**src/hw/rtl/atbt_pkg.sv**
```systemverilog
`timescale 1ns / 1ps
// ----------------------------------------------------------------------------
// atbt_pkg
// Shared constants and elaboration-time table functions for the tone bank.
// ----------------------------------------------------------------------------
package atbt_pkg;

  localparam int SAMPLE_RATE_DEF      = 48000;
  localparam int SINE_TABLE_DEPTH_DEF = 1024;
  localparam int PHASE_BITS_DEF       = 32;

  localparam int PARTIALS  = 9;
  localparam int GROUPS    = 3;
  localparam int LOOKUPS   = 2 * PARTIALS + 1;
  localparam int FADE_SLOT = 2 * PARTIALS;

  localparam int N_W      = 32;
  localparam int DUR_W    = 16;
  localparam int SAMPLE_W = 16;
  localparam int APB_DW   = 32;
  localparam int APB_AW   = 3;

  localparam logic [DUR_W-1:0] DURATION_RST = 16'd1200;
  localparam logic             REG_DURATION = 1'b0;

  localparam int QUEUE_DEPTH = 4;

  localparam int WEIGHT_W    = 17;
  localparam int TW_W        = 34;
  localparam int TERM_W      = 49;
  localparam int SUM_W       = 53;
  localparam int ROUND_SHIFT = 36;
  localparam int RES_W       = SUM_W - ROUND_SHIFT;

  localparam logic signed [SUM_W-1:0] ROUND_BIAS =
    {{(SUM_W - ROUND_SHIFT){1'b0}}, 1'b1, {(ROUND_SHIFT - 1){1'b0}}};

  localparam logic [63:0] PI_Q30           = 64'd3373259426;
  localparam logic [63:0] WEIGHT_RATIO_Q16 = 64'd62259;

  localparam logic [15:0] TONE_HZ [PARTIALS] = '{
    16'd174, 16'd285, 16'd396, 16'd417, 16'd528, 16'd639, 16'd741, 16'd852, 16'd964
  };

  // round(2^pb * num / den) mod 2^pb, restoring long division
  function automatic logic [63:0] frac_inc(input logic [63:0] num, input logic [63:0] den,
                                           input int pb);
    logic [63:0] q;
    logic [63:0] r;
    q = '0;
    r = '0;
    for (int b = 63; b >= 0; b--) begin
      r = {r[62:0], num[b]};
      q = {q[62:0], 1'b0};
      if (r >= den) begin
        r    = r - den;
        q[0] = 1'b1;
      end
    end
    for (int b = 0; b < pb; b++) begin
      r = {r[62:0], 1'b0};
      q = {q[62:0], 1'b0};
      if (r >= den) begin
        r    = r - den;
        q[0] = 1'b1;
      end
    end
    if ({r[62:0], 1'b0} >= den) begin
      q = q + 64'd1;
    end
    return q & ((64'd1 << pb) - 64'd1);
  endfunction

  // tremolo rate of partial k: 10^j / (9 * 13^j) Hz, j = 8 - k
  function automatic logic [63:0] trem_inc(input int k, input int sr, input int pb);
    logic [63:0] p10;
    logic [63:0] p13;
    p10 = 64'd1;
    p13 = 64'd1;
    for (int j = 0; j < PARTIALS - 1 - k; j++) begin
      p10 = p10 * 64'd10;
      p13 = p13 * 64'd13;
    end
    return frac_inc(p10, 64'd9 * p13 * 64'(sr), pb);
  endfunction

  function automatic logic [WEIGHT_W-1:0] weight_q16(input int k);
    logic [63:0] w;
    w = 64'd65536;
    for (int i = 0; i < k; i++) begin
      w = (w * WEIGHT_RATIO_Q16 + 64'd32768) >> 16;
    end
    return w[WEIGHT_W-1:0];
  endfunction

  // quarter-wave sine magnitude, Q15, q in 0..depth/4, depth = 2^lg
  function automatic logic [SAMPLE_W-2:0] sin_quarter(input int q, input int lg);
    logic [63:0]        x;
    logic [63:0]        x2;
    logic [63:0]        term;
    logic signed [63:0] acc;
    logic [63:0]        v;
    x    = (64'(q) * 64'd2 * PI_Q30) >> lg;
    x2   = (x * x) >> 30;
    term = x;
    acc  = signed'(x);
    term = ((term * x2) >> 30) / 64'd6;
    acc  = acc - signed'(term);
    term = ((term * x2) >> 30) / 64'd20;
    acc  = acc + signed'(term);
    term = ((term * x2) >> 30) / 64'd42;
    acc  = acc - signed'(term);
    term = ((term * x2) >> 30) / 64'd72;
    acc  = acc + signed'(term);
    term = ((term * x2) >> 30) / 64'd110;
    acc  = acc - signed'(term);
    if (acc < 0) begin
      acc = '0;
    end
    v = (unsigned'(acc) * 64'd32767 + (64'd1 << 29)) >> 30;
    if (v > 64'd32767) begin
      v = 64'd32767;
    end
    return v[SAMPLE_W-2:0];
  endfunction

endpackage

```
**src/hw/rtl/atbt_front.sv**
```systemverilog
`timescale 1ns / 1ps
// ----------------------------------------------------------------------------
// atbt_front
// Input side: takes sample indexes and holds them in a short queue.
// ----------------------------------------------------------------------------
module atbt_front import atbt_pkg::*; (
  input  logic           clk,
  input  logic           rst_n,
  input  logic           in_push,
  output logic           in_full,
  input  logic [N_W-1:0] in_sample_index,
  input  logic           busy,
  output logic           q_valid,
  output logic [N_W-1:0] q_data,
  input  logic           q_pop
);

  localparam int PTR_W = $clog2(QUEUE_DEPTH);
  localparam int CNT_W = $clog2(QUEUE_DEPTH + 1);

  logic [N_W-1:0]   mem_r [QUEUE_DEPTH];
  logic [PTR_W-1:0] wr_ptr_r, rd_ptr_r;
  logic [CNT_W-1:0] cnt_r;
  logic             push_ok;

  assign in_full = busy || (cnt_r == CNT_W'(QUEUE_DEPTH));
  assign push_ok = in_push && !in_full;
  assign q_valid = (cnt_r != '0);
  assign q_data  = mem_r[rd_ptr_r];

  always_ff @(posedge clk) begin
    if (!rst_n) begin
      wr_ptr_r <= '0;
      rd_ptr_r <= '0;
      cnt_r    <= '0;
    end else begin
      if (push_ok) begin
        wr_ptr_r <= wr_ptr_r + PTR_W'(1);
      end
      if (q_pop) begin
        rd_ptr_r <= rd_ptr_r + PTR_W'(1);
      end
      if (push_ok && !q_pop) begin
        cnt_r <= cnt_r + CNT_W'(1);
      end else if (!push_ok && q_pop) begin
        cnt_r <= cnt_r - CNT_W'(1);
      end
    end
  end

  always_ff @(posedge clk) begin
    if (push_ok) begin
      mem_r[wr_ptr_r] <= in_sample_index;
    end
  end

endmodule

```
**config.mk**
```make
export PLATFORM = sky130hd
export DESIGN_NAME = atbt_front
export DESIGN_NICKNAME = d
export VERILOG_FILES = /design/src/hw/rtl/atbt_pkg.sv /design/src/hw/rtl/atbt_front.sv
export SDC_FILE = /design/constraint.sdc
export NUM_CORES = 1
export LEC_CHECK = 0
export BUFFER_PORTS_ARGS = -buffer_cell sky130_fd_sc_hd__buf_2
export CAP_MARGIN = 20
export CORE_MARGIN = 2
export CORE_UTILIZATION = 52
export DETAILED_ROUTE_END_ITERATION = 10
export PLACE_DENSITY = 0.78
export SYNTH_ARGS = -nofsm -noshare
export SYNTH_HDL_FRONTEND = slang
export SYNTH_SLANG_ARGS = --single-unit
```
**constraint.sdc**
```tcl
create_clock -name clk -period 2.9 [get_ports clk]
set_clock_uncertainty 0.2 [all_clocks]
set_input_delay 0.145 -clock clk [delete_from_list [all_inputs] [get_ports clk]]
set_output_delay 0.145 -clock clk [all_outputs]
set_load 0.03 [all_outputs]
```
# Word-level counts from Yosys, hierarchy flattened

Memory sizes are Yosys's and may differ from the RTL's. A register that Yosys moved wholly into a read port is not among the register bits.
Cells that the tools add are included.

Bits in registers: 7
RAM bits: 128
Input bits: 37
Output and inout port bits: 34
Word-level logic and storage cells: 24
Memories kept: 1

Memories:

| name  | words | width | rd ports | clocked after memory_dff | write ports | RTL line         | text |
|---|---|---|---|---|---|---|---|
| mem_r | 4     | 32    | 1        | 1                        | 1           | atbt_front.sv:21 | `logic [N_W-1:0] mem_r [QUEUE_DEPTH];` |

Add/sub/neg operators: 4
Eq/ne operators: 1
Multiplexer cells: 6
Reductions and logical operators: 9

Operators by type and width:

| cell                                                                | number |
|---|---|
| 3-bit two-way mux                                                   | 2 |
| 2-bit by 1-bit adder with 2-bit output (second input constant)      | 2 |
| 2-bit two-way mux                                                   | 2 |
| 3-bit by 1-bit adder with 3-bit output (second input constant)      | 1 |
| 3-bit == test (second input constant)                               | 1 |
| 1-bit logical AND                                                   | 3 |
| 1-bit logical NOT                                                   | 3 |
| 3-bit nonzero test                                                  | 1 |
| 3-bit by 1-bit subtractor with 3-bit output (second input constant) | 1 |
| 1-bit two-way mux                                                   | 2 |
| 2-bit nonzero test                                                  | 1 |
| 1-bit logical OR                                                    | 1 |

# Logic depth before layout (Yosys ltp)

Depth after elaboration: 8
Depth in mapped cells: 8
Mapped depth without buffers: 8

# Worst setup path before layout

OpenSTA, ideal clock, no wires.

Kind: reg-to-reg
From: register cnt_r[0]
To: register cnt_r[2]
Library setup time: 76 ps
Arrival time: 1,941 ps
Data required time: 2,624 ps
Slack: 684 ps
Cell stages (with the launch flop): 9
Path buffers: 0
Period minus slack after synthesis: 2,216 ps
Cell sequence: dfxtp_1 > nor2_1 > a21oi_2 > ha_1 > inv_1 > fa_1 > xor2_1 > or3_1 > a21boi_0

Word-level cells in the longest chain between the ends: 7
Elaborated cells between the ends (all ways): 12
Those cells by class: 2 x add/sub; 1 x eq/ne; 2 x mux; 7 x reduce/logical

RTL lines:

| item                                | RTL line         | text |
|---|---|---|
| from (decl)                         | atbt_front.sv:23 | `logic [CNT_W-1:0] cnt_r;` |
| from (signal assigned)              | atbt_front.sv:44 | `cnt_r <= cnt_r + CNT_W'(1);` |
| from (signal assigned)              | atbt_front.sv:46 | `cnt_r <= cnt_r - CNT_W'(1);` |
| 3-bit == test (*)                   | atbt_front.sv:26 | `assign in_full = busy \|\| (cnt_r == CNT_W'(QUEUE_DEPTH));` |
| 1-bit logical OR (*)                | atbt_front.sv:26 |  |
| 1-bit logical NOT (*)               | atbt_front.sv:27 | `assign push_ok = in_push && !in_full;` |
| 1-bit logical AND (*)               | atbt_front.sv:27 |  |
| via push_ok                         | atbt_front.sv:24 | `logic push_ok;` |
| 1-bit logical NOT                   | atbt_front.sv:45 | `end else if (!push_ok && q_pop) begin` |
| 1-bit logical AND                   | atbt_front.sv:45 |  |
| 2-bit nonzero test (no source line) | -                |  |

The timed path passes the listed nets; every way through them passes the cells marked *. The select of a mux whose other input is x is not followed.
A chain may end at the register's enable or synchronous reset.

# Worst setup path after layout

From: input port in_push
To: register cnt_r[2]

Word-level cells in the longest chain between the ends: 4
Elaborated cells between the ends (all ways): 6
Those cells by class: 1 x mux; 5 x reduce/logical

RTL lines:

| item                                | RTL line         | text |
|---|---|---|
| from (decl)                         | atbt_front.sv:9  | `input logic in_push,` |
| 1-bit logical AND (*)               | atbt_front.sv:27 |  |
| via push_ok                         | atbt_front.sv:24 |  |
| 1-bit logical NOT                   | atbt_front.sv:45 |  |
| 1-bit logical AND                   | atbt_front.sv:45 |  |
| 2-bit nonzero test (no source line) | -                |  |

The timed path passes the listed nets; every way through them passes the cells marked *.

==> impl_results.md <==
- Run status: finished, final reports clean
- Vias in the first global route: between 2000 and 3000
- Seq cells post-synth: between 100 and 150
- Core area: between 9000 and 10000 µm²
- Final Hold Violating Endpoints: 0
- CP arrival: around 3 ns
- Synth cell types: 24
- Hold Path Class: in -> reg
- Total track usage: a little under a fifth
- Largest net degree at the start of global routing: 33
- RSZ-0062 raised after global routing: no
- NumNets Final: 382
- CTS tree: done
- Post-CTS Hold Buffers: 36
- Worst Setup Path Type: in -> reg
- Cells after DPL: about 420
- CP Capture Type: flip-flop
- WHS: about 0.19 ns
- Sw Share: between 20% and 30%
- CP max stage delay: roughly 0.56 ns
- Switching pwr: roughly 1.1 mW
- Final WL: 8936 µm
- Area contributors post-synth: edfxtp_1 75%, mux4_2 13%, dfxtp_1 3.5%, ha_1 1.2%, buf_12 1.2%
- # port buffers: 70
- Logic pwr share: roughly 11%
- VDD IR max: slightly above 400 µV
- FILL cells: about 640
- Max-cap violation count: 0
- CTS resizes: 0
- Rel. slew slack: between 40% and 50%
- Vias per cell: 5.211
- DRC: 0
- # Post-CTS Setup Buffers: 0
- Final ANT Viol Nets: 0
- Max Root-Sink Buffers: 2
- TNS Setup: 0 ns
- Layout Cells excl Fill: roughly 480
- Die height: approximately 100 µm
- Vias: 2517
- Pleak: around 2.3 nW
- Die X-Extent: just over 100 µm
- Area grow syn2layout: 28.19%
- ANT cells: 0
- H-tree depth: 4
- Initial DRT Pass Iterations: 4
- Max frequency: 364.5 MHz
- 1st-iter DRT viols: 112
- Pre-CTS setup slack: between 0.5 and 0.6 ns
- Setup-failing EPs final: 0
- Yosys Warn Count: 0
- Synthesized area per cell: 23.76 µm²
- Initial antenna violation count: 0
- Full die area: between 10000 and 15000 µm²
- CP bufs+invs: 4
- Clk sinks: 137
- Final worst slack: roughly 0.16 ns
- Cells after Synth: approximately 220
- IO Count: 71
- Slowest cell on crit path: dlygate4sd3_1
- Tcrit/Tclk final: roughly 95%
- Cell mode on critical path: dlygate4sd3_1
- Sequential share of power: 46.7%
- GP Congestion: ~0.70
- Crit Path Max Fanout: 7
- Clock latency on the worst-skew pair: around 0.5 ns
- Root buf cell: clkbuf_8
- Starting Density: between 50 and 60%
- CP startpoint kind: primary input
- Delay-heaviest family, CP: buffers and inverters
- Post-synth top area share: between 70 and 80%
- Slew Limit Fails: 0
- Seq/Total Area, Yosys: about 78%
- Layout cells sized above 1: between 40% and 50%
- Overall Power: slightly below 5 mW
- Synthesized area: around 5000 µm²
- Post-synth top area cell: edfxtp_1
- WL/cell: 18.50 µm
- Post-synth net total: 259
- Clock Pin Slew Worst Setup and Hold Paths: around 0.060 ns
- Worst Path Required: 3.13 ns
- Crit path time final: approximately 2.7 ns
- Clk network pwr share: around two fifths
- CTS Buf Count: 17
- CP cell instances: dlygate4sd3_1 -> buf_2 -> nand2b_1 -> dlygate4sd3_1 -> a21oi_2 -> ha_1 -> inv_1 -> fa_1 -> xor2_1 -> or3_1 -> a21boi_0
- FP Rows: 36
- First-pass GRT wire length: 13560 µm
- P per Cell Area: 742.7 nW/µm²
- Total grt overflow: 0
- Worst-margin pin slew: roughly 0.84 ns
- Int Power: 3.766 mW
## placed cells by master, fill, tap and decap left out, types with 4 or more instances in the layout
| cell | instances |
|---|---|
| inv_1 | 4 |
| dlygate4sd3_1 | 36 |
| mux4_2 | 30 |
| buf_2 | 70 |
| nand2_1 | 5 |
| edfxtp_1 | 128 |
| clkbuf_16 | 16 |
| ha_1 | 5 |
| and2_1 | 4 |
| and2_2 | 4 |
| dfxtp_1 | 7 |
## per-stage QoR
stage                     util, %  instance area [µm²]
after floorplan                 -                 5131
after CTS                   67.92                 6578
final                       67.92                 6578
after detailed placement    58.32                 5648
after global routing        67.92                 6578
after global placement      58.32                 5648
## routing by layer
metal / vias up / wire (µm) / global-route usage (%)
met5: - / 0 / 0
met1: 1301 / 3574 / 21.44
li1: 1137 / - / -
met4: 0 / 145 / 5.972
met2: 69 / 4919 / 31.67
met3: 10 / 297 / 5.981
## synthesized netlist by cell type
master	instances
buf_2	3
edfxtp_1	128
dfxtp_1	9
fa_1	1
nor2_1	1
buf_12	3
clkbuf_1	1
nand2_1	5
ha_1	5
inv_1	4
and2_1	8
mux2i_1	3
a21o_1	1
mux4_1	2
a21oi_2	1
buf_6	1
a21boi_0	1
nand2b_1	1
mux4_2	30
o21ai_0	1
xnor2_1	2
or3_1	2
nor2b_1	1
xor2_1	2
## registers in the layout, indices dropped and copies added, names as in the netlist, named ones only
register and count:
cnt_r 3, mem_r 128, rd_ptr_r 2, wr_ptr_r 2
## area by class of cell
class,count,area (µm²),area share [%]
sequential,137,4026,61.21
multi-input combinational,67,1007,15.31
timing repair buffer,112,793.3,12.06
clock buffer,17,414.1,6.296
tap,133,166.4,2.530
clock inverter,13,155.1,2.359
inverter,4,15.01,0.2283
## final timing paths
path                       startpoint           end  slack (ns)  depth (start not counted)
setup / recovery              in_push      cnt_r[2]        0.16                         11
hold / removal    in_sample_index[16]  mem_r[3][16]        0.19                          2
setup reg to reg             cnt_r[1]      cnt_r[2]        0.48                          8
hold reg to reg           wr_ptr_r[1]   wr_ptr_r[1]        0.32                          2
## cell families after synthesis
family / after synthesis / synth area share [%]
DFF: 137 / 78.42
muxes: 35 / 14.78
and+or+nand+nor: 18 / 1.902
buffers and inverters: 12 / 2.048
adders and majority gates: 6 / 1.609
AOI/OAI and AO/OA: 4 / 0.5609
xor gates and xnor gates: 4 / 0.6829
## power groups by stage
stage	sequential, mW	clock (mW)	combinational [mW]
2_1_floorplan	2.30	0	0.390
3_3_place_gp	2.32	0	0.506
3_5_place_dp	2.32	0	0.519
4_1_cts	2.28	2.08	0.559
5_1_grt	2.29	2.17	0.595
6_report	2.28	2.05	0.551
## worst reg2reg max path, delay by kind of cell (launching register included)
family / cells / cell delay (ns)
adder cells (fa/ha/maj): 2 / 0.63
AO/OA/AOI/OAI: 2 / 0.47
buffers and inverters: 1 / 0.07
XOR/XNOR: 1 / 0.18
flip-flops: 1 / 0.40
AND/OR/NAND/NOR: 2 / 0.40
Power figures use the tool's default switching activity.
