### config.mk
export PLATFORM = sky130hd
export DESIGN_NAME = atbt_cfg
export DESIGN_NICKNAME = d
export VERILOG_FILES = /design/src/hw/rtl/atbt_pkg.sv /design/src/hw/rtl/atbt_cfg.sv
export SDC_FILE = /design/constraint.sdc
export NUM_CORES = 1
export LEC_CHECK = 0
export BUFFER_PORTS_ARGS = -buffer_cell sky130_fd_sc_hd__buf_4
export CORE_ASPECT_RATIO = 0.6
export CORE_UTILIZATION = 35
export DETAILED_ROUTE_END_ITERATION = 8
export HOLD_SLACK_MARGIN = 0.15
export PLACE_DENSITY = 0.62
export REMOVE_ABC_BUFFERS = 1
export SETUP_SLACK_MARGIN = 0.2
export SKIP_LAST_GASP = 1
export SLEW_MARGIN = 20
export SYNTH_ARGS = -nofsm -noshare
export SYNTH_HDL_FRONTEND = slang
export SYNTH_SLANG_ARGS = --single-unit
### constraint.sdc
create_clock -name clk -period 11.15 [get_ports clk]
set_input_delay 0.5575 -clock clk [delete_from_list [all_inputs] [get_ports clk]]
set_output_delay 0.5575 -clock clk [all_outputs]
set_load 0.05 [all_outputs]
### src/hw/rtl/atbt_pkg.sv
`timescale 1ns / 1ps
// ----------------------------------------------------------------------------
// atbt_pkg
// Shared constants and elaboration-time table functions for the tone bank.
// ----------------------------------------------------------------------------
package atbt_pkg;

  localparam int SAMPLE_RATE_DEF      = 48000;
  localparam int SINE_TABLE_DEPTH_DEF = 1024;
  localparam int PHASE_BITS_DEF       = 32;

  localparam int PARTIALS  = 9;
  localparam int GROUPS    = 3;
  localparam int LOOKUPS   = 2 * PARTIALS + 1;
  localparam int FADE_SLOT = 2 * PARTIALS;

  localparam int N_W      = 32;
  localparam int DUR_W    = 16;
  localparam int SAMPLE_W = 16;
  localparam int APB_DW   = 32;
  localparam int APB_AW   = 3;

  localparam logic [DUR_W-1:0] DURATION_RST = 16'd1200;
  localparam logic             REG_DURATION = 1'b0;

  localparam int QUEUE_DEPTH = 4;

  localparam int WEIGHT_W    = 17;
  localparam int TW_W        = 34;
  localparam int TERM_W      = 49;
  localparam int SUM_W       = 53;
  localparam int ROUND_SHIFT = 36;
  localparam int RES_W       = SUM_W - ROUND_SHIFT;

  localparam logic signed [SUM_W-1:0] ROUND_BIAS =
    {{(SUM_W - ROUND_SHIFT){1'b0}}, 1'b1, {(ROUND_SHIFT - 1){1'b0}}};

  localparam logic [63:0] PI_Q30           = 64'd3373259426;
  localparam logic [63:0] WEIGHT_RATIO_Q16 = 64'd62259;

  localparam logic [15:0] TONE_HZ [PARTIALS] = '{
    16'd174, 16'd285, 16'd396, 16'd417, 16'd528, 16'd639, 16'd741, 16'd852, 16'd964
  };

  // round(2^pb * num / den) mod 2^pb, restoring long division
  function automatic logic [63:0] frac_inc(input logic [63:0] num, input logic [63:0] den,
                                           input int pb);
    logic [63:0] q;
    logic [63:0] r;
    q = '0;
    r = '0;
    for (int b = 63; b >= 0; b--) begin
      r = {r[62:0], num[b]};
      q = {q[62:0], 1'b0};
      if (r >= den) begin
        r    = r - den;
        q[0] = 1'b1;
      end
    end
    for (int b = 0; b < pb; b++) begin
      r = {r[62:0], 1'b0};
      q = {q[62:0], 1'b0};
      if (r >= den) begin
        r    = r - den;
        q[0] = 1'b1;
      end
    end
    if ({r[62:0], 1'b0} >= den) begin
      q = q + 64'd1;
    end
    return q & ((64'd1 << pb) - 64'd1);
  endfunction

  // tremolo rate of partial k: 10^j / (9 * 13^j) Hz, j = 8 - k
  function automatic logic [63:0] trem_inc(input int k, input int sr, input int pb);
    logic [63:0] p10;
    logic [63:0] p13;
    p10 = 64'd1;
    p13 = 64'd1;
    for (int j = 0; j < PARTIALS - 1 - k; j++) begin
      p10 = p10 * 64'd10;
      p13 = p13 * 64'd13;
    end
    return frac_inc(p10, 64'd9 * p13 * 64'(sr), pb);
  endfunction

  function automatic logic [WEIGHT_W-1:0] weight_q16(input int k);
    logic [63:0] w;
    w = 64'd65536;
    for (int i = 0; i < k; i++) begin
      w = (w * WEIGHT_RATIO_Q16 + 64'd32768) >> 16;
    end
    return w[WEIGHT_W-1:0];
  endfunction

  // quarter-wave sine magnitude, Q15, q in 0..depth/4, depth = 2^lg
  function automatic logic [SAMPLE_W-2:0] sin_quarter(input int q, input int lg);
    logic [63:0]        x;
    logic [63:0]        x2;
    logic [63:0]        term;
    logic signed [63:0] acc;
    logic [63:0]        v;
    x    = (64'(q) * 64'd2 * PI_Q30) >> lg;
    x2   = (x * x) >> 30;
    term = x;
    acc  = signed'(x);
    term = ((term * x2) >> 30) / 64'd6;
    acc  = acc - signed'(term);
    term = ((term * x2) >> 30) / 64'd20;
    acc  = acc + signed'(term);
    term = ((term * x2) >> 30) / 64'd42;
    acc  = acc - signed'(term);
    term = ((term * x2) >> 30) / 64'd72;
    acc  = acc + signed'(term);
    term = ((term * x2) >> 30) / 64'd110;
    acc  = acc - signed'(term);
    if (acc < 0) begin
      acc = '0;
    end
    v = (unsigned'(acc) * 64'd32767 + (64'd1 << 29)) >> 30;
    if (v > 64'd32767) begin
      v = 64'd32767;
    end
    return v[SAMPLE_W-2:0];
  endfunction

endpackage

### src/hw/rtl/atbt_cfg.sv
`timescale 1ns / 1ps
// ----------------------------------------------------------------------------
// atbt_cfg
// APB register file and serial divider for the fade phase increment.
// ----------------------------------------------------------------------------
module atbt_cfg import atbt_pkg::*; #(
  parameter int SAMPLE_RATE = SAMPLE_RATE_DEF,
  parameter int PHASE_BITS  = PHASE_BITS_DEF
) (
  input  logic                  clk,
  input  logic                  rst_n,
  input  logic                  psel,
  input  logic                  penable,
  input  logic                  pwrite,
  input  logic [APB_AW-1:0]     paddr,
  input  logic [APB_DW-1:0]     pwdata,
  output logic [APB_DW-1:0]     prdata,
  output logic                  pready,
  output logic [PHASE_BITS-1:0] fade_inc,
  output logic                  busy
);

  localparam int TWO_SR_W = $clog2(2 * SAMPLE_RATE + 1);
  localparam int DEN_W    = DUR_W + TWO_SR_W;
  localparam int CNT_W    = $clog2(PHASE_BITS + 1);
  localparam logic [TWO_SR_W-1:0] TWO_SR = TWO_SR_W'(2 * SAMPLE_RATE);

  localparam logic [1:0] ST_IDLE = 2'd0;
  localparam logic [1:0] ST_MUL  = 2'd1;
  localparam logic [1:0] ST_DIV  = 2'd2;
  localparam logic [1:0] ST_RND  = 2'd3;

  logic [1:0]            st_r, st_nxt;
  logic [DUR_W-1:0]      dur_r;
  logic [DEN_W-1:0]      den_r, den_nxt;
  logic [DEN_W:0]        rem_r, rem_nxt;
  logic [PHASE_BITS-1:0] quo_r, quo_nxt;
  logic [PHASE_BITS-1:0] inc_r, inc_nxt;
  logic [CNT_W-1:0]      cnt_r, cnt_nxt;
  logic [DUR_W-1:0]      dur_eff;
  logic [DEN_W:0]        rem_sh;
  logic                  wr_hit;

  assign pready  = 1'b1;
  assign wr_hit  = psel && penable && pwrite && pready && (paddr[APB_AW-1] == REG_DURATION);
  assign prdata  = (paddr[APB_AW-1] == REG_DURATION) ? APB_DW'(dur_r) : '0;
  assign dur_eff = (dur_r == '0) ? DUR_W'(1) : dur_r;
  assign rem_sh  = {rem_r[DEN_W-1:0], 1'b0};
  assign busy    = (st_r != ST_IDLE);
  assign fade_inc = inc_r;

  always_comb begin
    st_nxt  = st_r;
    den_nxt = den_r;
    rem_nxt = rem_r;
    quo_nxt = quo_r;
    cnt_nxt = cnt_r;
    inc_nxt = inc_r;
    unique case (st_r)
      ST_IDLE: begin
        st_nxt = ST_IDLE;
      end
      ST_MUL: begin
        den_nxt = DEN_W'(dur_eff) * DEN_W'(TWO_SR);
        rem_nxt = (DEN_W + 1)'(1);
        quo_nxt = '0;
        cnt_nxt = '0;
        st_nxt  = ST_DIV;
      end
      ST_DIV: begin
        if (rem_sh >= {1'b0, den_r}) begin
          rem_nxt = rem_sh - {1'b0, den_r};
          quo_nxt = {quo_r[PHASE_BITS-2:0], 1'b1};
        end else begin
          rem_nxt = rem_sh;
          quo_nxt = {quo_r[PHASE_BITS-2:0], 1'b0};
        end
        cnt_nxt = cnt_r + CNT_W'(1);
        if (cnt_r == CNT_W'(PHASE_BITS - 1)) begin
          st_nxt = ST_RND;
        end
      end
      ST_RND: begin
        inc_nxt = (rem_sh >= {1'b0, den_r}) ? quo_r + PHASE_BITS'(1) : quo_r;
        st_nxt  = ST_IDLE;
      end
      default: begin
        st_nxt = ST_IDLE;
      end
    endcase
    if (wr_hit) begin
      st_nxt = ST_MUL;
    end
  end

  always_ff @(posedge clk) begin
    if (!rst_n) begin
      st_r  <= ST_MUL;
      dur_r <= DURATION_RST;
    end else begin
      st_r <= st_nxt;
      if (wr_hit) begin
        dur_r <= pwdata[DUR_W-1:0];
      end
    end
  end

  always_ff @(posedge clk) begin
    den_r <= den_nxt;
    rem_r <= rem_nxt;
    quo_r <= quo_nxt;
    cnt_r <= cnt_nxt;
    inc_r <= inc_nxt;
  end

endmodule

; After elaboration in Yosys (flattened, before gate mapping)
; Index checks and enable logic that the tools add are counted.
[totals]
output_inout_bits = 66
ff_bits = 146
[op_classes]
order_cmp = 1
eq_ne = 5
n_mux = 10
reduce_logical = 9
n_bitwise = 2
mul = 1
addsub = 3
[ops]
columns = cell, count
row1 = $pmux W33 S2, 1
row2 = $pmux W32 S2, 1
row3 = $ge A34 B33 Y1, 1
row4 = $mux W33, 1
row5 = $sub A33 B33 Y33, 1
row6 = $add A32 B1 Y32 const B, 1
row7 = $mux W16, 2
row8 = $mux W32, 1
row9 = $mul A16 B9 Y25 const B, 1
row10 = $logic_not A16 Y1, 1
row11 = $pmux W6 S2, 1
row12 = $add A6 B1 Y6 const B, 1
row13 = $eq A6 B5 Y1 const B, 1
row14 = $pmux W2 S3, 1
row15 = $eq A2 B2 Y1 const B, 2
row16 = $reduce_bool A2 Y1, 2
row17 = $reduce_or A2 Y1, 2
row18 = $logic_and A1 B1 Y1, 3
row19 = $eq A2 B1 Y1 const B, 1
row20 = $logic_not A2 Y1, 1
row21 = $mux W2, 1
row22 = $ne A2 B2 Y1 const B, 1
row23 = $not A1 Y1, 2
row24 = $mux W1, 1

; Depth between registers and ports, before layout
; Gate-level depths: netlist of run 1.
[depth]
depth_word = 4
mapped_depth = 26

; Least setup slack after synthesis of run 1
; No wires, ideal clock.
[synth_path]
kind = register to register
startpoint = register dur_r[6]
endpoint = register den_r[31], data pin
stages_incl_launch_ff = 25
n_path_buf = 1
arrival_ps = 5392
setup_slack_ps = 5493
required_time_ps = 10885
setup_ps = 265
cell_sequence = dfxtp_1 > inv_1 > ha_1 > and4_1 > nand4_1 > or3_1 > clkbuf_1 > and2_1 > inv_1 > fa_1 > inv_1 > fa_1 > fa_1 > inv_1 > fa_1 > inv_1 > ha_1 > nand3_1 > o211ai_1 > or4_1 > a41oi_1 > o211ai_1 > a21oi_1 > o21ai_0 > xor2_1
[synth_between]
elab_chain_cells = 3
[synth_lines]
columns = element, line
row1 = start: declaration, atbt_cfg.sv:34  ; logic [DUR_W-1:0] dur_r;
row2 = start signal: assignment, atbt_cfg.sv:103  ; dur_r <= pwdata[DUR_W-1:0];
row3 = $logic_not A16 Y1, atbt_cfg.sv:47  ; assign dur_eff = (dur_r == '0) ? DUR_W'(1) : dur_r;
row4 = $mux W16 *, atbt_cfg.sv:47
row5 = $mul A16 B9 Y25 *, atbt_cfg.sv:64  ; den_nxt = DEN_W'(dur_eff) * DEN_W'(TWO_SR);
row6 = end signal: assignment, atbt_cfg.sv:109  ; den_r <= den_nxt;
row7 = end: declaration, atbt_cfg.sv:35  ; logic [DEN_W-1:0] den_r, den_nxt;
; Mark *: on every way between the ends. The rest lies on a longest branch, timed or not.
; A chain may end at the register's enable or synchronous reset.

; Worst setup path in the final report of run 1
[layout_path]
startpoint = register dur_r[4]
endpoint = register den_r[31], data pin
; Same word-level chain as after synthesis.

==> results of run 1 <==
[worst register-to-register path, cell delays in order, from the launching register on]
cell	delay [ns]
dfxtp_1	0.39
inv_1	0.14
ha_1	0.19
and4_1	0.25
nand4_1	0.30
or3_1	0.70
and2_1	0.37
inv_1	0.14
fa_1	0.43
inv_1	0.09
fa_1	0.45
fa_1	0.50
inv_1	0.05
fa_1	0.52
inv_1	0.04
ha_1	0.38
nand3_1	0.12
o211ai_1	0.11
or4_1	0.48
a41oi_1	0.46
o211ai_1	0.20
a21oi_1	0.17
o21ai_0	0.11
xor2_1	0.16
[cell families (layout without fill, tap and decap cells)]
logic type	count (synthesis)	after routing	share of synthesized area, %
DFF	146	146	37.7
buffers and inverters	218	277	8.03
xor gates and xnor gates	75	75	5.89
adders and majority gates	172	172	23.7
muxes	1	1	0.0897
AOI/OAI and AO/OA	157	157	9.10
and+or+nand+nor	337	337	15.5
other	2	17	0.0673
[registers in the layout (all words and copies together) (netlist names)]
signal	count
rem_r	33
fade_inc	32
quo_r	32
den_r	25
dur_r	16
cnt_r	6
st_r	2
[how the worst min path moves through the flow]
stage | cells after the start | slack, ns | endpoint | startpoint
6_report | 3 | 0.35 | dur_r[5] | pwdata[5]
3_3_place_gp | 2 | 0.49 | dur_r[8] | dur_r[8]
3_5_place_dp | 2 | 0.50 | dur_r[15] | dur_r[15]
2_1_floorplan | 2 | 0.47 | dur_r[8] | dur_r[8]
5_1_grt | 3 | 0.34 | dur_r[4] | pwdata[4]
4_1_cts | 3 | 0.33 | dur_r[7] | pwdata[7]
[per-stage QoR]
stage                     hold slack [ns]  instance area, um2  power, mW  instances  setup slack (ns)
after global routing                0.339               12600       2.89       1598              3.81
after CTS                           0.330               12600       2.70       1598              4.20
final                               0.347               12600       2.68       1598              4.12
after detailed placement            0.500               12100       2.11       1566              4.24
after floorplan                     0.469               11000       1.81       1075              5.42
after global placement              0.493               12100       2.09       1566              4.28
[cell usage in the layout, fill, tap and decap left out, types with 6 or more instances in the layout]
master / Yosys / final
inv_1: 169 / 169
edfxtp_1: 128 / 128
nand2_1: 116 / 116
ha_1: 107 / 105
buf_4: 17 / 75
fa_1: 65 / 65
a21oi_1: 57 / 57
nor2_1: 52 / 52
and2_1: 51 / 51
xor2_1: 47 / 47
xnor2_1: 28 / 28
nor3_1: 28 / 28
nand3_1: 24 / 24
o21ai_0: 19 / 19
dfxtp_1: 18 / 18
conb_1: 2 / 17
clkbuf_16: 0 / 17
a21o_1: 15 / 15
a21boi_0: 13 / 13
nand4_1: 10 / 10
o211ai_1: 7 / 7
nand2b_1: 6 / 6
o21a_1: 6 / 6
o31ai_1: 7 / 6
[power by group]
part,total [mW],switching [mW],internal [mW],leakage [nW]
clock,0.566,0.239,0.327,0.279
combinational,1.23,0.775,0.453,4.01
sequential,0.885,0.0855,0.799,1.43
total,2.68,1.10,1.58,5.71
[cell type report]
cell class                      instances  area [um2]  share of cell area [%]
Clock buffer                           17         425                    3.37
Tap cell                              416         520                    4.12
Clock inverter                         15         143                    1.13
Multi-Input combinational cell        759        6140                    48.6
Sequential cell                       146        4200                    33.3
Timing Repair Buffer                   75         563                    4.46
Inverter                              170         638                    5.05
[metal layers]
| layer | GRT usage [%] | share of wire (%) | vias to the layer above |
|---|---|---|---|
| li1 | - | - | 3819 |
| met1 | 24.7 | 57 | 3702 |
| met2 | 20.2 | 39 | 113 |
| met3 | 3.30 | 3.8 | 9 |
| met4 | 2.58 | 0.36 | 0 |
| met5 | 0 | 0 | - |
==> metrics.csv, run 1 <==
stage,metric,value,unit
worst_setup_path,reg2reg_from,dur_r[4],
status,status,"complete, no violations",
routing,ant_nets,0,
yosys,synth_area_leaders,"edfxtp_1 (34%), ha_1 (12%), fa_1 (12%), inv_1 (5.7%), nand2_1 (3.9%)",
worst_setup_path,worstSetupEndpointType,flip-flop,
clock_tree,clkTransAtPathRegs,0.07,ns
floorplan,initial_utilization,35.7,%
worst_setup_path,cp_data_required_time,11.32,ns
worst_setup_path,startpoint,dur_r[4],
clock_tree,htreeDepth,4,
timing,hold_viol,0,
worst_setup_path,critPathSlowestCell,or3_1,
timing,clock.fmax,142,MHz
placed_design,place_congestion,0.848,
finish,antenna_cells,0,
clock_tree,cts.repair.resized,0,
floorplan,core_area,0.0313,mm2
yosys,synth_cell_types,64,
worst_setup_path,crit_buf_inv,5,
timing,min_period_over_period,63.1,%
floorplan,io_pins,106,
yosys,yosysSeqAreaShare,37.7,%
timing,grt_setup_unrepaired,no,
worst_setup_path,path_max_fanout,19,
yosys,synth.largest_area_cell,edfxtp_1,
timing,period_minus_slack,7.03,ns
floorplan,die_y,140,um
worst_setup_path,cp_cell_sequence,inv_1 -> ha_1 -> and4_1 -> nand4_1 -> or3_1 -> and2_1 -> inv_1 -> fa_1 -> inv_1 -> fa_1 -> fa_1 -> inv_1 -> fa_1 -> inv_1 -> ha_1 -> nand3_1 -> o211ai_1 -> or4_1 -> a41oi_1 -> o211ai_1 -> a21oi_1 -> o21ai_0 -> xor2_1,
routing,vias,7643,
worst_setup_path,cpMostUsedCell,inv_1,
yosys,syn_inst,1108,
routing,drtPass1Iterations,5,
routing,drtIter0Drc,617,
yosys,synth_top_area_share,34.4,%
global_routing,grt_pass1_vias,7440,
finish,final_layout_size_suffix_gt1_share,10.5,%
timing,worst_pin_slew,0.984,ns
routing,drc,0,
finish,nets,1381,
worst_hold_path,hold_path_class,in -> reg,
floorplan,die_w,233,um
global_routing,grt_start_max_net_pins,73,
flow_run,maxCapViolCount,0,
clock_tree,tritoncts,built,
yosys,synth-edff-count,128,
yosys,synthMostInstantiatedCell,inv_1,
clock_tree,clock_latency,0.43,ns
finish,finish.utilization,40.4,%
timing,finClkSkew,0.0106,ns
clock_tree,cts_root_buf,clkbuf_16,
clock_tree,post_cts_buffers,0,
global_routing,grt_pass1_wl,39200,um
clock_tree,cts.sinks,146,
routing,wire_per_inst,14.7,um
worst_setup_path,start_kind,flip-flop,
yosys,ys_ff_latch,146,
worst_setup_path,worst-r2r-cell-count,23,
worst_setup_path,endpoint,den_r[31],
yosys,avgSynthCellArea,10.1,um2
worst_setup_path,crit_type,reg -> reg,
clock_tree,cts_buffers,17,
finish,n_fill_cell,3088,
timing,slew_headroom,34.4,%
global_routing,antenna_found_initial,0,
routing,via_per_inst,4.78,
worst_setup_path,regToRegSetupSlack,4.12,ns
timing,finalMaxSlewViolations,0,
global_routing,grtUsageTotal,15.2,%
clock_tree,cts_max_path_buffers,2,
worst_setup_path,slowest_delay,0.70,ns
worst_setup_path,cp.depth,23,
yosys,synthTopCellsByCount,"inv_1 (169), edfxtp_1 (128), nand2_1 (116)",
finish,syn_to_final_growth,13.2,%
worst_setup_path,crit_family,adder cells,
worst_setup_path,r2r_end,den_r[31],
power_and_ir_drop,ir_worst_vdd,0.111,mV
placed_design,hpwl,17900,um
yosys,synthFlopType,edfxtp_1,
worst_setup_path,arrival,7.20,ns
timing,setup_viol,0,
yosys,ys_warn_count,0,
yosys,ys_async_sr_fraction,0,%
placed_design,io_buffers,70,
floorplan,fp.dieArea,0.0326,mm2
global_routing,overflow,0,
floorplan,fp-row-count,50,
timing,fin_setup_tns,0,ns
yosys,synth_area,0.0112,mm2
power_and_ir_drop,power_leakage,5.71,nW
clock_tree,cts_hold_buffers,0,
routing,drt-total-wl,23500,um
power_and_ir_drop,power.density,212,mW/mm2
(Power assumes the default switching activity.)
==> run 2, diff against run 1 <==
- clock period: 11.15 -> 6.74 ns (I/O delays scaled with it)
==> run 2 against run 1 <==
Compared with the run above:
- setup slack got worse by 3.6 ns
- critical path type unchanged
- highest routed layer unchanged
- critical endpoint is now den_r[32]
- utilization increased by 0.32 points
- clock-buffer cell count unchanged
- global-route usage decreased by 0.18 points
- clock skew increased by 0.0048 ns
- flip-flop and latch count unchanged
- sequential share of layout area decreased by 0.25 points
- final cell count increased by 0.31%
- critical path depth decreased by 2
- clock power increased by 69%
==> metrics.csv, run 2 (synthesis gave the netlist of run 1 again) <==
stage,metric,value,unit
status,status,"complete, no violations",
timing,finClkSkew,0.0153,ns
flow_run,maxCapViolCount,0,
timing,min_period_over_period,91.6,%
worst_setup_path,critPathSlowestCell,or4_1,
clock_tree,htreeDepth,4,
floorplan,die_y,140,um
global_routing,grt_pass1_vias,7477,
global_routing,overflow,0,
placed_design,io_buffers,70,
finish,syn_to_final_growth,14.1,%
finish,final_area,0.0127,mm2
power_and_ir_drop,power.density,351,mW/mm2
routing,drt-total-wl,23400,um
global_routing,grt_pass1_wl,38800,um
routing,drc,0,
floorplan,io_pins,106,
clock_tree,cts_max_path_buffers,2,
timing,hold_viol,0,
floorplan,fp.dieArea,0.0326,mm2
routing,wire_per_inst,14.6,um
clock_tree,tritoncts,built,
placed_design,pre_cts_ws,0.418,ns
worst_hold_path,hp-start,pwdata[3],
clock_tree,clkTransAtPathRegs,0.07,ns
timing,setup_viol,0,
worst_hold_path,hold_depth,3,
timing,fin_setup_tns,0,ns
worst_setup_path,cp_cell_sequence,inv_1 -> ha_1 -> and4_1 -> nand4_1 -> or3_4 -> buf_4 -> and2_1 -> inv_1 -> fa_1 -> fa_1 -> inv_1 -> fa_1 -> fa_1 -> ha_1 -> or4_1 -> a21oi_1 -> nor3_2 -> nor3_1 -> o41ai_1 -> a21oi_1 -> xnor2_1,
placed_design,place_area,0.0121,mm2
placed_design,hpwl,17900,um
clock_tree,cts_root_buf,clkbuf_16,
worst_hold_path,hold_path_class,in -> reg,
power_and_ir_drop,power_leakage,5.74,nW
worst_setup_path,r2r_end,den_r[32],
worst_setup_path,slowest_delay,0.54,ns
timing,worst_slack,0.563,ns
finish,n_fill_cell,3029,
timing,period_minus_slack,6.18,ns
timing,whs,0.161,ns
routing,drtIter0Drc,643,
clock_tree,clock_latency,0.43,ns
worst_hold_path,holdPathEnd,dur_r[3],
clock_tree,cts_buffers,17,
global_routing,grt_start_max_net_pins,73,
finish,layout.cells.most_common,inv_1,
worst_setup_path,arrival,6.35,ns
floorplan,fp-row-count,50,
power_and_ir_drop,total_power,4.46,mW
worst_setup_path,start_kind,flip-flop,
finish,antenna_cells,0,
worst_setup_path,path_max_fanout,18,
worst_setup_path,regToRegSetupSlack,0.56,ns
worst_setup_path,cp_data_required_time,6.91,ns
floorplan,core_area,0.0313,mm2
routing,ant_nets,0,
finish,regMostFlops,rem_r,
timing,slew_headroom,34.9,%
routing,drtPass1Iterations,5,
timing,clock.fmax,162,MHz
worst_setup_path,worst-r2r-cell-count,21,
timing,grt_setup_unrepaired,no,
placed_design,place_congestion,0.838,
worst_setup_path,startpoint,dur_r[5],
worst_setup_path,crit_buf_inv,4,
floorplan,die_w,233,um
finish,final_layout_size_suffix_gt1_share,11.3,%
global_routing,antenna_found_initial,0,
timing,finalMaxSlewViolations,0,
finish,final_cell_mix,"inv_1 (169), edfxtp_1 (128), nand2_1 (116)",
routing,via_per_inst,4.86,
finish,nets,1386,
worst_setup_path,worstSetupEndpointType,flip-flop,
routing,vias,7786,
timing,worst_pin_slew,0.976,ns
floorplan,initial_utilization,35.7,%
worst_setup_path,crit_type,reg -> reg,
global_routing,grtUsageTotal,15.0,%
worst_setup_path,cpMostUsedCell,fa_1,
finish,largest_reg_flops,33,
worst_setup_path,crit_family,adder cells,
clock_tree,cts.sinks,146,
worst_setup_path,reg2reg_from,dur_r[5],
power_and_ir_drop,ir_worst_vdd,0.196,mV
[run 2: cell count changes in the layout (fill, tap and decap cells not counted), moves of 2 or more]
cell,delta
clkinv_8,+2
clkinv_1,-3
inv_8,+3
clkinv_4,-2
clkinv_2,-3
inv_6,+3
dlygate4sd3_1,+4
[run 2: tightest hold or removal path, delay by kind of cell]
family / cells / cell delay, ns
and+or+nand+nor: 1 / 0.04
buffers and inverters: 1 / 0.11
AOI/OAI and AO/OA: 1 / 0.06
[run 2: layout make-up]
cell class / count / area, um2 / area share, %
Clock inverter: 15 / 169 / 1.33
Timing Repair Buffer: 80 / 611 / 4.80
Sequential cell: 146 / 4210 / 33.0
Inverter: 170 / 638 / 5.01
Clock buffer: 17 / 425 / 3.34
Tap cell: 416 / 520 / 4.09
Multi-Input combinational cell: 759 / 6160 / 48.4
[run 2: how the worst max path moves through the flow]
stage	end	slack, ns	cells after the start
6_report	den_r[32]	0.56	21
5_1_grt	den_r[31]	0.19	23
4_1_cts	den_r[31]	0.38	23
3_5_place_dp	den_r[31]	0.42	23
3_3_place_gp	den_r[31]	0.45	23
2_1_floorplan	den_r[31]	1.01	23
[run 2: what timing repair did]
action                     CTS  global route
resized for setup            0             6
hold buffers                 4             0
setup buffers                0             0
setup endpoints to repair    0             4
hold endpoints to repair     4             0
[run 2: layer usage]
metal  up-vias  part of all wire, %  global-route usage (%)
li1       3843                    -                       -
met1      3790                   56                    24.5
met2       137                   39                    20.2
met3        16                  3.7                    2.77
met4         0                 0.77                    2.79
met5         -                    0                       0
[run 2: power by group]
part           switching (mW)  internal [mW]  leakage, nW  total [mW]
clock                   0.428          0.527        0.286       0.954
sequential              0.141           1.32         1.43        1.46
combinational            1.29          0.756         4.03        2.05
[run 2: through the flow]
stage | instances | util [%]
floorplan | 1075 | -
global placement | 1567 | 38.6
detailed placement | 1567 | 38.6
CTS | 1603 | 40.6
global route | 1603 | 40.7
finish | 1603 | 40.7
